## src/ebzt_pkg.sv

```systemverilog
package ebzt_pkg;

  // Default datapath sizing
  localparam int VALUE_WIDTH_DEF = 32;
  localparam int FRAC_BITS_DEF   = 8;

  // Field widths
  localparam int SAMPLE_W     = 16;
  localparam int GAIN_W       = 9;
  localparam int DECAY_W      = 16;
  localparam int WARM_W       = 16;
  localparam int Z_W          = 32;
  localparam int BASE_W       = 32;
  localparam int NOISE_W      = 31;
  localparam int IN_TDATA_W   = 16;
  localparam int OUT_TDATA_W  = 96;
  localparam int CFG_IDX_W    = 2;
  localparam int CFG_DATA_W   = 16;
  localparam int DIV_CNT_W    = 5;

  // Register indexes
  localparam logic [CFG_IDX_W-1:0] CFG_FAST_GAIN     = 2'd0;
  localparam logic [CFG_IDX_W-1:0] CFG_SLOW_GAIN     = 2'd1;
  localparam logic [CFG_IDX_W-1:0] CFG_DECAY_STEP    = 2'd2;
  localparam logic [CFG_IDX_W-1:0] CFG_WARMUP_LENGTH = 2'd3;

  // Register reset values
  localparam logic [GAIN_W-1:0]  FAST_GAIN_RST     = 9'd32;
  localparam logic [GAIN_W-1:0]  SLOW_GAIN_RST     = 9'd3;
  localparam logic [DECAY_W-1:0] DECAY_STEP_RST    = 16'd1;
  localparam logic [WARM_W-1:0]  WARMUP_LENGTH_RST = 16'd64;

  // Multiplier operand select
  localparam logic [1:0] MSEL_FAST  = 2'd0;
  localparam logic [1:0] MSEL_SLOW  = 2'd1;
  localparam logic [1:0] MSEL_NOISE = 2'd2;

  typedef struct packed {
    logic [GAIN_W-1:0]  fast_gain;
    logic [GAIN_W-1:0]  slow_gain;
    logic [DECAY_W-1:0] decay_step;
    logic [WARM_W-1:0]  warmup_length;
  } cfg_t;

  typedef struct packed {
    logic       load_in;
    logic       mul_en;
    logic [1:0] mul_sel;
    logic       upd_fast;
    logic       upd_slow;
    logic       upd_base;
    logic       upd_noise;
    logic       div_init;
    logic       div_step;
    logic       out_load;
  } cmd_t;

  typedef struct packed {
    logic dz;
    logic warm;
  } stat_t;

endpackage

```

## src/ebzt_cfg.sv

```systemverilog
module ebzt_cfg (
  input  logic                             clk,
  input  logic                             rst_n,
  input  logic                             cfg_we,
  input  logic [ebzt_pkg::CFG_IDX_W-1:0]   cfg_index,
  input  logic [ebzt_pkg::CFG_DATA_W-1:0]  cfg_wdata,
  output ebzt_pkg::cfg_t                   cfg
);

  ebzt_pkg::cfg_t cfg_r, cfg_nxt;

  always_comb begin
    cfg_nxt = cfg_r;
    if (cfg_we) begin
      case (cfg_index)
        ebzt_pkg::CFG_FAST_GAIN:     cfg_nxt.fast_gain     = cfg_wdata[ebzt_pkg::GAIN_W-1:0];
        ebzt_pkg::CFG_SLOW_GAIN:     cfg_nxt.slow_gain     = cfg_wdata[ebzt_pkg::GAIN_W-1:0];
        ebzt_pkg::CFG_DECAY_STEP:    cfg_nxt.decay_step    = cfg_wdata[ebzt_pkg::DECAY_W-1:0];
        ebzt_pkg::CFG_WARMUP_LENGTH: cfg_nxt.warmup_length = cfg_wdata[ebzt_pkg::WARM_W-1:0];
        default: cfg_nxt = cfg_r;
      endcase
    end
  end

  always_ff @(posedge clk) begin
    if (!rst_n) begin
      cfg_r.fast_gain     <= ebzt_pkg::FAST_GAIN_RST;
      cfg_r.slow_gain     <= ebzt_pkg::SLOW_GAIN_RST;
      cfg_r.decay_step    <= ebzt_pkg::DECAY_STEP_RST;
      cfg_r.warmup_length <= ebzt_pkg::WARMUP_LENGTH_RST;
    end else begin
      cfg_r <= cfg_nxt;
    end
  end

  assign cfg = cfg_r;

endmodule

```

## src/ebzt_ctrl.sv

```systemverilog
module ebzt_ctrl (
  input  logic            clk,
  input  logic            rst_n,
  input  logic            in_tvalid,
  output logic            in_tready,
  output logic            out_tvalid,
  input  logic            out_tready,
  input  ebzt_pkg::stat_t stat,
  output ebzt_pkg::cmd_t  cmd
);

  localparam logic [3:0] S_IDLE      = 4'd0;
  localparam logic [3:0] S_MUL_FAST  = 4'd1;
  localparam logic [3:0] S_MUL_SLOW  = 4'd2;
  localparam logic [3:0] S_UPD_SLOW  = 4'd3;
  localparam logic [3:0] S_BASE      = 4'd4;
  localparam logic [3:0] S_MUL_NOISE = 4'd5;
  localparam logic [3:0] S_UPD_NOISE = 4'd6;
  localparam logic [3:0] S_DIV_INIT  = 4'd7;
  localparam logic [3:0] S_DIV_STEP  = 4'd8;
  localparam logic [3:0] S_WRITE     = 4'd9;

  localparam logic [ebzt_pkg::DIV_CNT_W-1:0] DIV_LAST =
    ebzt_pkg::DIV_CNT_W'(ebzt_pkg::Z_W - 1);

  logic [3:0]                       state_r, state_nxt;
  logic [ebzt_pkg::DIV_CNT_W-1:0]   cnt_r, cnt_nxt;
  logic                             out_valid_r, out_valid_nxt;

  always_comb begin
    state_nxt = state_r;
    cnt_nxt   = cnt_r;
    cmd       = '0;
    case (state_r)
      S_IDLE: begin
        if (in_tvalid) begin
          cmd.load_in = 1'b1;
          state_nxt   = S_MUL_FAST;
        end
      end
      S_MUL_FAST: begin
        cmd.mul_en  = 1'b1;
        cmd.mul_sel = ebzt_pkg::MSEL_FAST;
        state_nxt   = S_MUL_SLOW;
      end
      S_MUL_SLOW: begin
        cmd.upd_fast = 1'b1;
        cmd.mul_en   = 1'b1;
        cmd.mul_sel  = ebzt_pkg::MSEL_SLOW;
        state_nxt    = S_UPD_SLOW;
      end
      S_UPD_SLOW: begin
        cmd.upd_slow = 1'b1;
        state_nxt    = S_BASE;
      end
      S_BASE: begin
        cmd.upd_base = 1'b1;
        state_nxt    = stat.dz ? S_MUL_NOISE : S_DIV_INIT;
      end
      S_MUL_NOISE: begin
        cmd.mul_en  = 1'b1;
        cmd.mul_sel = ebzt_pkg::MSEL_NOISE;
        state_nxt   = S_UPD_NOISE;
      end
      S_UPD_NOISE: begin
        cmd.upd_noise = 1'b1;
        state_nxt     = S_DIV_INIT;
      end
      S_DIV_INIT: begin
        // no quotient needed until warmup is over
        cmd.div_init = 1'b1;
        cnt_nxt      = DIV_LAST;
        state_nxt    = stat.warm ? S_DIV_STEP : S_WRITE;
      end
      S_DIV_STEP: begin
        cmd.div_step = 1'b1;
        cnt_nxt      = cnt_r - 1'b1;
        if (cnt_r == '0) state_nxt = S_WRITE;
      end
      S_WRITE: begin
        if (!out_valid_r || out_tready) begin
          cmd.out_load = 1'b1;
          state_nxt    = S_IDLE;
        end
      end
      default: state_nxt = S_IDLE;
    endcase
  end

  always_comb begin
    out_valid_nxt = out_valid_r;
    if (cmd.out_load)                   out_valid_nxt = 1'b1;
    else if (out_valid_r && out_tready) out_valid_nxt = 1'b0;
  end

  always_ff @(posedge clk) begin
    if (!rst_n) begin
      state_r     <= S_IDLE;
      cnt_r       <= '0;
      out_valid_r <= 1'b0;
    end else begin
      state_r     <= state_nxt;
      cnt_r       <= cnt_nxt;
      out_valid_r <= out_valid_nxt;
    end
  end

  assign in_tready  = (state_r == S_IDLE);
  assign out_tvalid = out_valid_r;

  a_busy_after_req: assert property (@(posedge clk) disable iff (!rst_n)
    (in_tvalid && in_tready) |=> !in_tready)
    else $error("input taken again right after a request");

  a_out_from_write: assert property (@(posedge clk) disable iff (!rst_n)
    $rose(out_valid_r) |-> ($past(state_r) == S_WRITE))
    else $error("result shown without passing the write state");

  a_div_end: assert property (@(posedge clk) disable iff (!rst_n)
    (state_r == S_DIV_STEP && cnt_r == '0) |=> (state_r == S_WRITE))
    else $error("divider did not stop after its last step");

endmodule

```

## src/ebzt_dp.sv

```systemverilog
module ebzt_dp #(
  parameter int VALUE_WIDTH = ebzt_pkg::VALUE_WIDTH_DEF,
  parameter int FRAC_BITS   = ebzt_pkg::FRAC_BITS_DEF
) (
  input  logic                                clk,
  input  logic                                rst_n,
  input  ebzt_pkg::cmd_t                      cmd,
  input  ebzt_pkg::cfg_t                      cfg,
  input  logic signed [ebzt_pkg::SAMPLE_W-1:0] in_sample,
  input  logic                                in_dz,
  output ebzt_pkg::stat_t                     stat,
  output logic [ebzt_pkg::Z_W-1:0]            zscore,
  output logic                                warmed_up,
  output logic [ebzt_pkg::BASE_W-1:0]         baseline_level,
  output logic [ebzt_pkg::NOISE_W-1:0]        noise_level
);

  localparam int VW = VALUE_WIDTH;
  localparam int RW = VALUE_WIDTH + 1;
  localparam int PW = VALUE_WIDTH + ebzt_pkg::GAIN_W + 2;
  localparam int SW = PW + 1;
  localparam int NW = VALUE_WIDTH + 1 + FRAC_BITS;
  localparam int DW = (NW > ebzt_pkg::Z_W) ? NW : ebzt_pkg::Z_W;
  localparam int ZW = ebzt_pkg::Z_W;

  localparam logic signed [VW-1:0] V_MAX = {1'b0, {(VW-1){1'b1}}};
  localparam logic signed [VW-1:0] V_MIN = {1'b1, {(VW-1){1'b0}}};
  localparam logic signed [VW-1:0] V_ONE = VW'(1);
  localparam logic signed [SW-1:0] S_MAX = SW'(V_MAX);
  localparam logic signed [SW-1:0] S_MIN = SW'(V_MIN);
  localparam logic signed [63:0]   L_HI  = 64'sh0000_0000_7FFF_FFFF;
  localparam logic signed [63:0]   L_LO  = 64'shFFFF_FFFF_8000_0000;
  localparam logic [ZW-1:0]        Z_POS_LIM = {1'b0, {(ZW-1){1'b1}}};
  localparam logic [ZW-1:0]        Z_NEG_LIM = {1'b1, {(ZW-1){1'b0}}};
  localparam logic [ebzt_pkg::WARM_W-1:0] WCNT_MAX = '1;

  function automatic logic signed [VW-1:0] sat_v(input logic signed [SW-1:0] s);
    logic signed [VW-1:0] r;
    if (s > S_MAX)      r = V_MAX;
    else if (s < S_MIN) r = V_MIN;
    else                r = s[VW-1:0];
    return r;
  endfunction

  // avg + (gain * diff >>> FRAC_BITS), product already registered
  function automatic logic signed [VW-1:0] ema_upd(input logic signed [VW-1:0] avg,
                                                    input logic signed [PW-1:0] prod);
    logic signed [PW-1:0] sh;
    logic signed [SW-1:0] sum;
    sh  = prod >>> FRAC_BITS;
    sum = SW'(avg) + SW'(sh);
    return sat_v(sum);
  endfunction

  // architectural state
  logic signed [VW-1:0]          fast_r, fast_nxt;
  logic signed [VW-1:0]          slow_r, slow_nxt;
  logic signed [VW-1:0]          base_r, base_nxt;
  logic signed [VW-1:0]          noise_r, noise_nxt;
  logic                          warm_r, warm_nxt;
  logic [ebzt_pkg::WARM_W-1:0]   wcnt_r, wcnt_nxt;

  // working registers
  logic signed [ebzt_pkg::SAMPLE_W-1:0] x_r, x_nxt;
  logic                          dz_r, dz_nxt;
  logic signed [VW-1:0]          resid_r, resid_nxt;
  logic signed [PW-1:0]          prod_r, prod_nxt;
  logic                          neg_r, neg_nxt;
  logic                          sat_r, sat_nxt;
  logic [RW-1:0]                 rem_r, rem_nxt;
  logic [ZW-1:0]                 dvd_r, dvd_nxt;
  logic [ZW-1:0]                 quo_r, quo_nxt;
  logic [ZW-1:0]                 z_r, z_nxt;
  logic                          wo_r, wo_nxt;
  logic [ebzt_pkg::BASE_W-1:0]   bo_r, bo_nxt;
  logic [ebzt_pkg::NOISE_W-1:0]  no_r, no_nxt;

  // shared multiplier
  logic signed [VW-1:0]          x_ext;
  logic signed [VW-1:0]          m_tgt, m_avg;
  logic [ebzt_pkg::GAIN_W-1:0]   m_gain;
  logic signed [ebzt_pkg::GAIN_W:0] m_gain_s;
  logic signed [VW:0]            m_diff;
  logic signed [PW-1:0]          m_prod;

  // baseline / residual
  logic [ebzt_pkg::WARM_W-1:0]   wcnt_inc;
  logic                          seed;
  logic                          warm_new;
  logic signed [VW-1:0]          base_pre;
  logic signed [VW:0]            b_dec;
  logic signed [VW:0]            r_diff, r_abs;
  logic signed [VW-1:0]          n_upd;

  // divider
  logic signed [VW:0]            num;
  logic [VW:0]                   mag;
  logic [DW-1:0]                 n_full, d_hi, d_sor;
  logic [RW-1:0]                 r_sh, r_dsr;
  logic                          r_ge;
  logic [ZW-1:0]                 z_lim, z_res, z_sgn;
  logic signed [63:0]            b64, n64;

  assign x_ext = VW'(x_r);

  always_comb begin
    case (cmd.mul_sel)
      ebzt_pkg::MSEL_FAST:  begin m_tgt = x_ext;   m_avg = fast_r;  m_gain = cfg.fast_gain; end
      ebzt_pkg::MSEL_SLOW:  begin m_tgt = x_ext;   m_avg = slow_r;  m_gain = cfg.slow_gain; end
      ebzt_pkg::MSEL_NOISE: begin m_tgt = resid_r; m_avg = noise_r; m_gain = cfg.slow_gain; end
      default:              begin m_tgt = x_ext;   m_avg = fast_r;  m_gain = cfg.fast_gain; end
    endcase
  end

  assign m_gain_s = $signed({1'b0, m_gain});
  assign m_diff   = RW'(m_tgt) - RW'(m_avg);
  assign m_prod   = m_gain_s * m_diff;

  // warmup count and baseline tracking, on the freshly updated slow EMA
  assign wcnt_inc = (wcnt_r != WCNT_MAX) ? wcnt_r + 1'b1 : wcnt_r;
  assign seed     = !warm_r && (wcnt_inc >= cfg.warmup_length);
  assign warm_new = warm_r || seed;
  assign base_pre = seed ? slow_r : base_r;
  assign b_dec    = RW'(base_pre) - RW'($signed({1'b0, cfg.decay_step}));
  assign r_diff   = RW'(x_ext) - RW'(slow_r);
  assign r_abs    = r_diff[VW] ? -r_diff : r_diff;
  assign n_upd    = ema_upd(noise_r, prod_r);

  // dividend = |baseline - slow| << FRAC_BITS; the part above the quotient
  // bits must stay below the divisor or the result saturates
  assign num    = RW'(base_r) - RW'(slow_r);
  assign mag    = num[VW] ? $unsigned(-num) : $unsigned(num);
  assign n_full = DW'(mag) << FRAC_BITS;
  assign d_hi   = n_full >> ZW;
  assign d_sor  = DW'($unsigned(noise_r));

  assign r_sh   = {rem_r[RW-2:0], dvd_r[ZW-1]};
  assign r_dsr  = RW'($unsigned(noise_r));
  assign r_ge   = (r_sh >= r_dsr);

  assign z_lim  = neg_r ? Z_NEG_LIM : Z_POS_LIM;
  assign z_res  = (sat_r || (quo_r > z_lim)) ? z_lim : quo_r;
  assign z_sgn  = neg_r ? (~z_res + 1'b1) : z_res;
  assign b64    = 64'(base_r);
  assign n64    = 64'(noise_r);

  always_comb begin
    fast_nxt  = fast_r;
    slow_nxt  = slow_r;
    base_nxt  = base_r;
    noise_nxt = noise_r;
    warm_nxt  = warm_r;
    wcnt_nxt  = wcnt_r;
    x_nxt     = x_r;
    dz_nxt    = dz_r;
    resid_nxt = resid_r;
    prod_nxt  = prod_r;
    neg_nxt   = neg_r;
    sat_nxt   = sat_r;
    rem_nxt   = rem_r;
    dvd_nxt   = dvd_r;
    quo_nxt   = quo_r;
    z_nxt     = z_r;
    wo_nxt    = wo_r;
    bo_nxt    = bo_r;
    no_nxt    = no_r;

    if (cmd.load_in) begin
      x_nxt  = in_sample;
      dz_nxt = in_dz;
    end
    if (cmd.mul_en)   prod_nxt = m_prod;
    if (cmd.upd_fast) fast_nxt = ema_upd(fast_r, prod_r);
    if (cmd.upd_slow) slow_nxt = ema_upd(slow_r, prod_r);
    if (cmd.upd_base) begin
      warm_nxt  = warm_new;
      if (!warm_r) wcnt_nxt = wcnt_inc;
      if (warm_new) base_nxt = (slow_r > base_pre) ? slow_r : sat_v(SW'(b_dec));
      resid_nxt = sat_v(SW'(r_abs));
    end
    if (cmd.upd_noise) noise_nxt = (n_upd < V_ONE) ? V_ONE : n_upd;
    if (cmd.div_init) begin
      neg_nxt = num[VW];
      sat_nxt = (d_hi >= d_sor);
      rem_nxt = d_hi[RW-1:0];
      dvd_nxt = n_full[ZW-1:0];
      quo_nxt = '0;
    end
    if (cmd.div_step) begin
      rem_nxt = r_ge ? (r_sh - r_dsr) : r_sh;
      quo_nxt = {quo_r[ZW-2:0], r_ge};
      dvd_nxt = {dvd_r[ZW-2:0], 1'b0};
    end
    if (cmd.out_load) begin
      z_nxt  = warm_r ? z_sgn : Z_POS_LIM;
      wo_nxt = warm_r;
      if (b64 > L_HI)      bo_nxt = Z_POS_LIM;
      else if (b64 < L_LO) bo_nxt = Z_NEG_LIM;
      else                 bo_nxt = b64[ebzt_pkg::BASE_W-1:0];
      no_nxt = (n64 > L_HI) ? '1 : n64[ebzt_pkg::NOISE_W-1:0];
    end
  end

  always_ff @(posedge clk) begin
    if (!rst_n) begin
      fast_r  <= '0;
      slow_r  <= '0;
      base_r  <= '0;
      noise_r <= V_ONE;
      warm_r  <= 1'b0;
      wcnt_r  <= '0;
    end else begin
      fast_r  <= fast_nxt;
      slow_r  <= slow_nxt;
      base_r  <= base_nxt;
      noise_r <= noise_nxt;
      warm_r  <= warm_nxt;
      wcnt_r  <= wcnt_nxt;
    end
  end

  always_ff @(posedge clk) begin
    x_r     <= x_nxt;
    dz_r    <= dz_nxt;
    resid_r <= resid_nxt;
    prod_r  <= prod_nxt;
    neg_r   <= neg_nxt;
    sat_r   <= sat_nxt;
    rem_r   <= rem_nxt;
    dvd_r   <= dvd_nxt;
    quo_r   <= quo_nxt;
    z_r     <= z_nxt;
    wo_r    <= wo_nxt;
    bo_r    <= bo_nxt;
    no_r    <= no_nxt;
  end

  assign stat.dz        = dz_r;
  assign stat.warm      = warm_r;
  assign zscore         = z_r;
  assign warmed_up      = wo_r;
  assign baseline_level = bo_r;
  assign noise_level    = no_r;

  a_noise_floor: assert property (@(posedge clk) disable iff (!rst_n)
    noise_r >= V_ONE)
    else $error("noise estimate fell below one");

  a_warm_sticky: assert property (@(posedge clk) disable iff (!rst_n)
    warm_r |=> warm_r)
    else $error("warm flag dropped without reset");

endmodule

```

## src/ema_baseline_zscore_tracker_unit.sv

```systemverilog
// A request runs the multiply, slow update and baseline states, then the noise
//   update if the dead-zone flag is set and the radix-2 divider once warmed up.
// A new request is taken only after the last result is loaded for output, which
//   waits on out_tready; the divider and the shared multiplier set the pace.
// Reset (rst_n low, synchronous) clears the averages, baseline, warm flag and
//   warmup count, sets noise to one and restores the register defaults.
module ema_baseline_zscore_tracker_unit #(
  parameter int VALUE_WIDTH = ebzt_pkg::VALUE_WIDTH_DEF,
  parameter int FRAC_BITS   = ebzt_pkg::FRAC_BITS_DEF
) (
  input  logic                               clk,
  input  logic                               rst_n,
  input  logic                               in_tvalid,
  output logic                               in_tready,
  input  logic [ebzt_pkg::IN_TDATA_W-1:0]    in_tdata,   // [15:0] sample
  input  logic                               in_tuser,   // in_deadzone
  output logic                               out_tvalid,
  input  logic                               out_tready,
  // [31:0] zscore, [63:32] baseline_level, [94:64] noise_level, [95] zero
  output logic [ebzt_pkg::OUT_TDATA_W-1:0]   out_tdata,
  output logic                               out_tuser,  // warmed_up
  input  logic                               cfg_we,
  input  logic [ebzt_pkg::CFG_IDX_W-1:0]     cfg_index,
  input  logic [ebzt_pkg::CFG_DATA_W-1:0]    cfg_wdata
);

  ebzt_pkg::cfg_t  cfg;
  ebzt_pkg::cmd_t  cmd;
  ebzt_pkg::stat_t stat;

  logic [ebzt_pkg::Z_W-1:0]     zscore;
  logic [ebzt_pkg::BASE_W-1:0]  baseline_level;
  logic [ebzt_pkg::NOISE_W-1:0] noise_level;
  logic                         warmed_up;

  ebzt_cfg u_cfg (
    .clk       (clk),
    .rst_n     (rst_n),
    .cfg_we    (cfg_we),
    .cfg_index (cfg_index),
    .cfg_wdata (cfg_wdata),
    .cfg       (cfg)
  );

  ebzt_ctrl u_ctrl (
    .clk        (clk),
    .rst_n      (rst_n),
    .in_tvalid  (in_tvalid),
    .in_tready  (in_tready),
    .out_tvalid (out_tvalid),
    .out_tready (out_tready),
    .stat       (stat),
    .cmd        (cmd)
  );

  ebzt_dp #(
    .VALUE_WIDTH (VALUE_WIDTH),
    .FRAC_BITS   (FRAC_BITS)
  ) u_dp (
    .clk            (clk),
    .rst_n          (rst_n),
    .cmd            (cmd),
    .cfg            (cfg),
    .in_sample      ($signed(in_tdata[ebzt_pkg::SAMPLE_W-1:0])),
    .in_dz          (in_tuser),
    .stat           (stat),
    .zscore         (zscore),
    .warmed_up      (warmed_up),
    .baseline_level (baseline_level),
    .noise_level    (noise_level)
  );

  assign out_tdata = {1'b0, noise_level, baseline_level, zscore};
  assign out_tuser = warmed_up;

endmodule
```

## config.mk

```make
export PLATFORM = sky130hd
export DESIGN_NAME = ema_baseline_zscore_tracker_unit
export DESIGN_NICKNAME = d
export VERILOG_FILES = /design/src/ebzt_pkg.sv /design/src/ebzt_cfg.sv /design/src/ebzt_ctrl.sv /design/src/ebzt_dp.sv /design/src/ema_baseline_zscore_tracker_unit.sv
export SDC_FILE = /design/constraint.sdc
export NUM_CORES = 2
export LEC_CHECK = 0
export BUFFER_PORTS_ARGS = -buffer_cell sky130_fd_sc_hd__buf_2
export CAP_MARGIN = 20
export CORE_AREA = 2 2 369 371
export CTS_BUF_LIST = sky130_fd_sc_hd__clkbuf_8
export CTS_CLUSTER_SIZE = 12
export DETAILED_ROUTE_END_ITERATION = 16
export DIE_AREA = 0 0 371 373
export SLEW_MARGIN = 30
export SYNTH_ARGS = -nofsm -noshare
export SYNTH_HDL_FRONTEND = slang
export SYNTH_SLANG_ARGS = --single-unit
export TNS_END_PERCENT = 10
```

## constraint.sdc

```tcl
create_clock -name clk -period 12.8 [get_ports clk]
set_input_delay 0.64 -clock clk [delete_from_list [all_inputs] [get_ports clk]]
set_output_delay 0.64 -clock clk [all_outputs]
set_load 0.01 [all_outputs]
```

Word level (Yosys, flattened, before mapping)
Index checks and enable logic that the tools add are counted.
Cells by class
  equality and inequality tests: 18
  $add $sub $neg: 13
  mux-type cells: 49
  $mul: 1
  reductions and logical operators: 21
  order comparisons: 19
  bitwise gates (word level): 2
Operators by type and width (count)
  32-bit two-way mux: 24
  44-bit by 32-bit > comparator with 1-bit output (second input constant): 3
  44-bit by 32-bit < comparator with 1-bit output (second input constant): 3
  32-bit by 35-bit adder with 36-bit output: 3
  33-bit by 32-bit > comparator with 1-bit output (second input constant): 2
  33-bit by 32-bit < comparator with 1-bit output (second input constant): 2
  33-bit two-way mux: 2
  33-bit negation: 2
  32-bit by 32-bit subtractor with 33-bit output: 2
  32-bit > comparator: 2
  32-bit > comparator (second input constant): 2
  32-bit one-hot mux with 2 select lines: 1
  10-bit by 33-bit multiplier with 43-bit output: 1
  4-bit one-hot mux with 10 select lines: 1
  33-bit by 32-bit greater-or-equal comparator with 1-bit output: 1
  16-bit by 32-bit subtractor with 33-bit output: 1
  32-bit by 17-bit subtractor with 33-bit output: 1
  32-bit by 1-bit adder with 32-bit output (second input constant): 1
  9-bit by 32-bit greater-or-equal comparator with 1-bit output: 1
  32-bit by 2-bit < comparator with 1-bit output (second input constant): 1
  32-bit < comparator (second input constant): 1
  32-bit inverter: 1
  32-bit subtractor: 1
  16-bit by 1-bit adder with 16-bit output (second input constant): 1
  29 further kinds: 63
Storage, ports and cells
  logic and storage cells: 150
  output and inout port bits: 99
  register bits after elaboration: 483
  input bits: 40

Longest topological paths before layout
  depth after elaboration: 10
  mapped depth: 45

Cells and area by module
A second synthesis with hierarchy kept.
Second synthesis, totals
  cells, all modules: 5445
  area, all modules: 47160.2 um^2
By module, submodules not included
  ebzt_dp: area an instance 44594.0 um^2, cells each 5181, instances 1
  ebzt_cfg: area an instance 1884.3 um^2, cells each 188, instances 1
  ebzt_ctrl: area an instance 670.6 um^2, cells each 74, instances 1
  ema_baseline_zscore_tracker_unit: area an instance 11.3 um^2, cells each 2, instances 1

Worst setup path before layout
OpenSTA, ideal clock, no wires.
  path type: reg2reg
  start point: reg u_ctrl.state_r[2]
  end point: reg u_dp.prod_r[41], data pin
  buffers on the path: 5
  required time: 12.538 ns
  period minus slack after synthesis: 10.300 ns
  path slack: 2.500 ns
  stages on the path, launching flop included: 44
  data arrival time: 10.038 ns
  cells stage by stage: dfxtp_1 -> clkbuf_1 -> nand2b_1 -> or3_1 -> ha_1 -> clkbuf_1 -> buf_1 -> clkbuf_1 -> clkbuf_1 -> nand2_1 -> o21ai_0 -> ha_1 -> nor2b_1 -> o21ai_0 -> a21boi_0 -> o21ai_0 -> a21boi_0 -> o31ai_1 -> [8 not listed] -> fa_1 -> fa_1 -> fa_1 -> inv_1 -> fa_1 -> ha_1 -> a21o_1 -> a21o_1 -> a21o_1 -> a21o_1 -> a21oi_1 -> o21ai_0 -> o21ba_2 -> nor2_1 -> o221ai_1 -> o2111a_1 -> o21bai_1 -> xor2_1
On the way
  cells in the longest elaborated chain, start to end: 6
  elaborated cells on any way between the ends: 12
  classes of those cells: 1 x add/sub; 1 x mul; 5 x eq/ne; 4 x mux; 1 x reduce/logical
Ends and longest elaborated chain
  from (decl): RTL line ebzt_ctrl.sv:26  | logic [3:0] state_r, state_nxt;
  from (signal assigned): RTL line ebzt_ctrl.sv:102  | state_r <= state_nxt;
  4-bit by 3-bit == test with 1-bit output, or another cell as far along: RTL line ebzt_ctrl.sv:34  | case (state_r)
  3-bit one-hot mux with 3 select lines *: RTL line ebzt_ctrl.sv:34
  2-bit == test or 2-bit by 1-bit == test with 1-bit output (tied branches): RTL line ebzt_dp.sv:107  | case (cmd.mul_sel)
  32-bit one-hot mux with 2 select lines, or another cell as far along: RTL line ebzt_dp.sv:107
  32-bit by 32-bit subtractor with 33-bit output or 9-bit two-way mux (tied branches): RTL line ebzt_dp.sv:116, ebzt_dp.sv:107
  10-bit by 33-bit multiplier with 43-bit output *: RTL line ebzt_dp.sv:117  | assign m_prod = m_gain_s * m_diff;
  net u_dp.m_prod[41]: RTL line ebzt_dp.sv:84  | logic signed [PW-1:0] m_prod;
  to (signal assigned): RTL line ebzt_dp.sv:226  | prod_r <= prod_nxt;
  to (decl): RTL line ebzt_dp.sv:67  | logic signed [PW-1:0] prod_r, prod_nxt;
The timed path passes the listed nets; every way through them passes the cells marked *.
A chain may end at the register's enable or synchronous reset.

Final worst setup path
  start point: reg u_ctrl.state_r[0]
  end point: reg u_dp.prod_r[41], data pin
Same word-level chain as after synthesis.

==> impl_metrics.env <==
export IMPL_status="complete, no violations"
export IMPL_dieHeight_um=373
export IMPL_post_route_period_util_pct=87.8
export IMPL_critical_path_max_fanout=40
export IMPL_max_freq_mhz=89.0
export IMPL_slew_headroom_pct=30.2
export IMPL_grt_pass1_wl_um=223000
export IMPL_synth_ff_type="edfxtp_1"
export IMPL_cpMaxStageDelayCell="dfxtp_1"
export IMPL_synth_top_cell_by_area="edfxtp_1"
export IMPL_period_needed_ps=11240
export IMPL_grt_usage_pct=20.5
export IMPL_overflow=0
export IMPL_rows=135
export IMPL_wl_per_cell_um=19.4
export IMPL_io_buffers=137
export IMPL_post_cts_setup_buffers=0
export IMPL_cp_top_family="adder cells"
export IMPL_initial_core_util_pct=34.8
export IMPL_cts_tree="built"
export IMPL_p_total_mw=11.0
export IMPL_netlist_instances=5505
export IMPL_numCtsBuffers=86
export IMPL_drt_iter0_drc=2865
export IMPL_syn_area_um2=46800
export IMPL_dr_pass1_iters=8
export IMPL_yosys_warnings=0
export IMPL_setup_viol=0
export IMPL_rsz0062_at_grt="no"
export IMPL_syn_nets=6230
export IMPL_synth_seq_area_share_pct=26.1
export IMPL_postRouteAntennaNets=0
export IMPL_crit_path_end_kind="flip-flop"
export IMPL_grt_start_max_net_pins=96
export IMPL_drive_gt1_share_pct=7.92
export IMPL_power_density_nw_per_um2=215
export IMPL_required_ps=13320
export IMPL_die_w_um=371
export IMPL_fin_hold_ws_ps=115
export IMPL_startpoint_type="flip-flop"
export IMPL_p_leak_nw=21.7
export IMPL_grt_pass1_vias=38800
export IMPL_root_buffer="clkbuf_8"
export IMPL_cts_max_level=3
export IMPL_arrival_ps=11760
export IMPL_hold_violations=0
export IMPL_worst_path_largest_cell_delay_ps=640
export IMPL_die_area_um2=138000
export IMPL_io_pins=139
export IMPL_antenna_found_initial=11
export IMPL_routed_via_density=5.41
export IMPL_wl_um=144000
export IMPL_cap_violations=0
export IMPL_fin_util_pct=38.1
export IMPL_clockBufferDepth=3
export IMPL_finalSetupTns_ps=0
export IMPL_ys_ff_latch=475
export IMPL_synthArstFlopShare_pct=0
export IMPL_vias=40100
export IMPL_finClkSkew_ps=76.6
export IMPL_clock_latency_ps=820
export IMPL_path_clk_slew_ps=70
export IMPL_critPathBufInv=4
export IMPL_drc=0
export IMPL_drv_slew=0
export IMPL_worst_slew_pin_slew_ps=1030
export IMPL_syn_avg_cell_area_um2=8.51
export IMPL_pre_cts_slack_ps=1690
export IMPL_synth_edf_count=270
export IMPL_vdd_ir_drop_max_mv=0.129
export IMPL_crit_type="reg2reg"
export IMPL_synth_area_leaders="edfxtp_1 (17%), ha_1 (12%), fa_1 (11%)"
export IMPL_nets=6273
export IMPL_synth_top_area_share_pct=17.3
export IMPL_cpMostUsedCell="a21o_1"
export IMPL_cts_sinks=475
export IMPL_fin_ws_ps=1560
export IMPL_core_um2=135000
export IMPL_gp_congestion=0.954
export IMPL_ys_types=104
export IMPL_area_delta_synth_final_pct=9.48
export IMPL_dp_hpwl_um=113000
export IMPL_min_path_type="in2reg"
==> cell type report <==
type / instances / area (µm²)
fillers: 13700 / 83300
multi-input cells: 4297 / 32000
flip-flops and latches: 475 / 12200
well taps: 1781 / 2230
inverters: 464 / 1740
repair buffers: 224 / 1390
clock buffers: 93 / 1280
clock inverters: 65 / 424
diodes: 2 / 5.00
==> through the flow <==
| step | instance area [µm²] | std cells |
|---|---|---|
| after floorplan | 46800 | 5505 |
| after global placement | 49300 | 7225 |
| after detailed placement | 49400 | 7225 |
| after CTS | 51300 | 7399 |
| after global routing | 51300 | 7400 |
| final | 51300 | 7401 |
==> per-layer routing <==
layer	vias up	track usage, %	routed length (µm)
li1	19400	-	-
met3	276	3.00	8890
met5	-	0	90
met2	1197	32.1	63900
met1	19200	27.3	63400
met4	16	10.3	7380
==> worst reg2reg max path: cells and delay by family (launching register included) <==
family | cells | cell delay, ps
XOR/XNOR | 2 | 620
AO/OA/AOI/OAI | 19 | 3800
buffers and inverters | 4 | 690
adder cells (fa/ha/maj) | 9 | 4050
flip-flops | 1 | 640
AND/OR/NAND/NOR | 7 | 1210
==> sequential cells by signal, indices dropped and copies added, names as in the netlist, 4 cells and up <==
| register | cells |
|---|---|
| u_dp.zscore | 32 |
| u_dp.dvd_r | 24 |
| u_cfg.cfg | 50 |
| u_dp.wcnt_r | 16 |
| u_dp.noise_r | 32 |
| u_dp.x_r | 16 |
| u_ctrl.state_r | 4 |
| u_dp.baseline_level | 32 |
| u_dp.rem_r | 32 |
| u_dp.slow_r | 32 |
| u_dp.base_r | 32 |
| u_dp.resid_r | 32 |
| u_dp.quo_r | 32 |
| u_ctrl.cnt_r | 5 |
| u_dp.fast_r | 32 |
| u_dp.noise_level | 31 |
| u_dp.prod_r | 35 |
==> synthesized netlist by cell type (40+ instances only) <==
cell type	number
a211oi_1	75
a21boi_0	51
a21o_1	178
a21oi_1	378
and2_1	79
and3_1	44
clkbuf_1	232
dfxtp_1	205
edfxtp_1	270
fa_1	248
ha_1	437
inv_1	464
mux2i_1	50
nand2_1	568
nand2b_1	99
nand3_1	77
nand4_1	40
nor2_1	501
nor2b_1	78
nor3_1	117
nor4_1	40
o21a_1	57
o21ai_0	321
xnor2_1	203
xor2_1	128
==> cells in the final DEF (no fill, tap or decap), types with 128 or more instances in the layout <==
| cell | n |
|---|---|
| buf_2 | 136 |
| xnor2_1 | 199 |
| a21o_1 | 178 |
| fa_1 | 248 |
| xor2_1 | 128 |
| o21ai_0 | 321 |
| inv_1 | 494 |
| nor2_1 | 497 |
| edfxtp_1 | 270 |
| nand2_1 | 568 |
| dfxtp_1 | 204 |
| a21oi_1 | 378 |
| ha_1 | 435 |
==> kinds of logic after synthesis <==
logic type	count (synthesis)	share of synthesized area, %
AND/OR/NAND/NOR	1776	17.9
buffers and inverters	733	6.02
flip-flops	475	26.1
other	1	0.00801
adder cells (fa/ha/maj)	685	22.3
XOR/XNOR	331	6.19
AO/OA/AOI/OAI	1426	19.8
multiplexers	78	1.75
==> timing repair <==
item                                   4_1_cts  5_1_grt
hold buffers                                16        0
endpoints found under the hold margin       16        0
gates resized for setup                      0        0
==> worst paths after layout <==
kind,from,endpoint,slack [ps],cells past startpoint
min reg2reg,u_cfg.cfg[8]$_SDFFE_PN0P_,u_cfg.cfg[8]$_SDFFE_PN0P_,460,2
min,in_tdata[15],u_dp.x_r[15]$_DFFE_PP_,110,1
max reg2reg,u_ctrl.state_r[0]$_SDFFE_PN0P_,u_dp.prod_r[41]$_DFFE_PP_,1560,41
max,u_ctrl.state_r[0]$_SDFFE_PN0P_,u_dp.prod_r[41]$_DFFE_PP_,1560,41
==> power by group <==
group | internal (mW) | switching [mW] | total, mW
clock network | 0.758 | 0.718 | 1.48
registers | 1.97 | 0.228 | 2.20
logic | 2.89 | 4.47 | 7.36
Power figures use the tool's default switching activity.
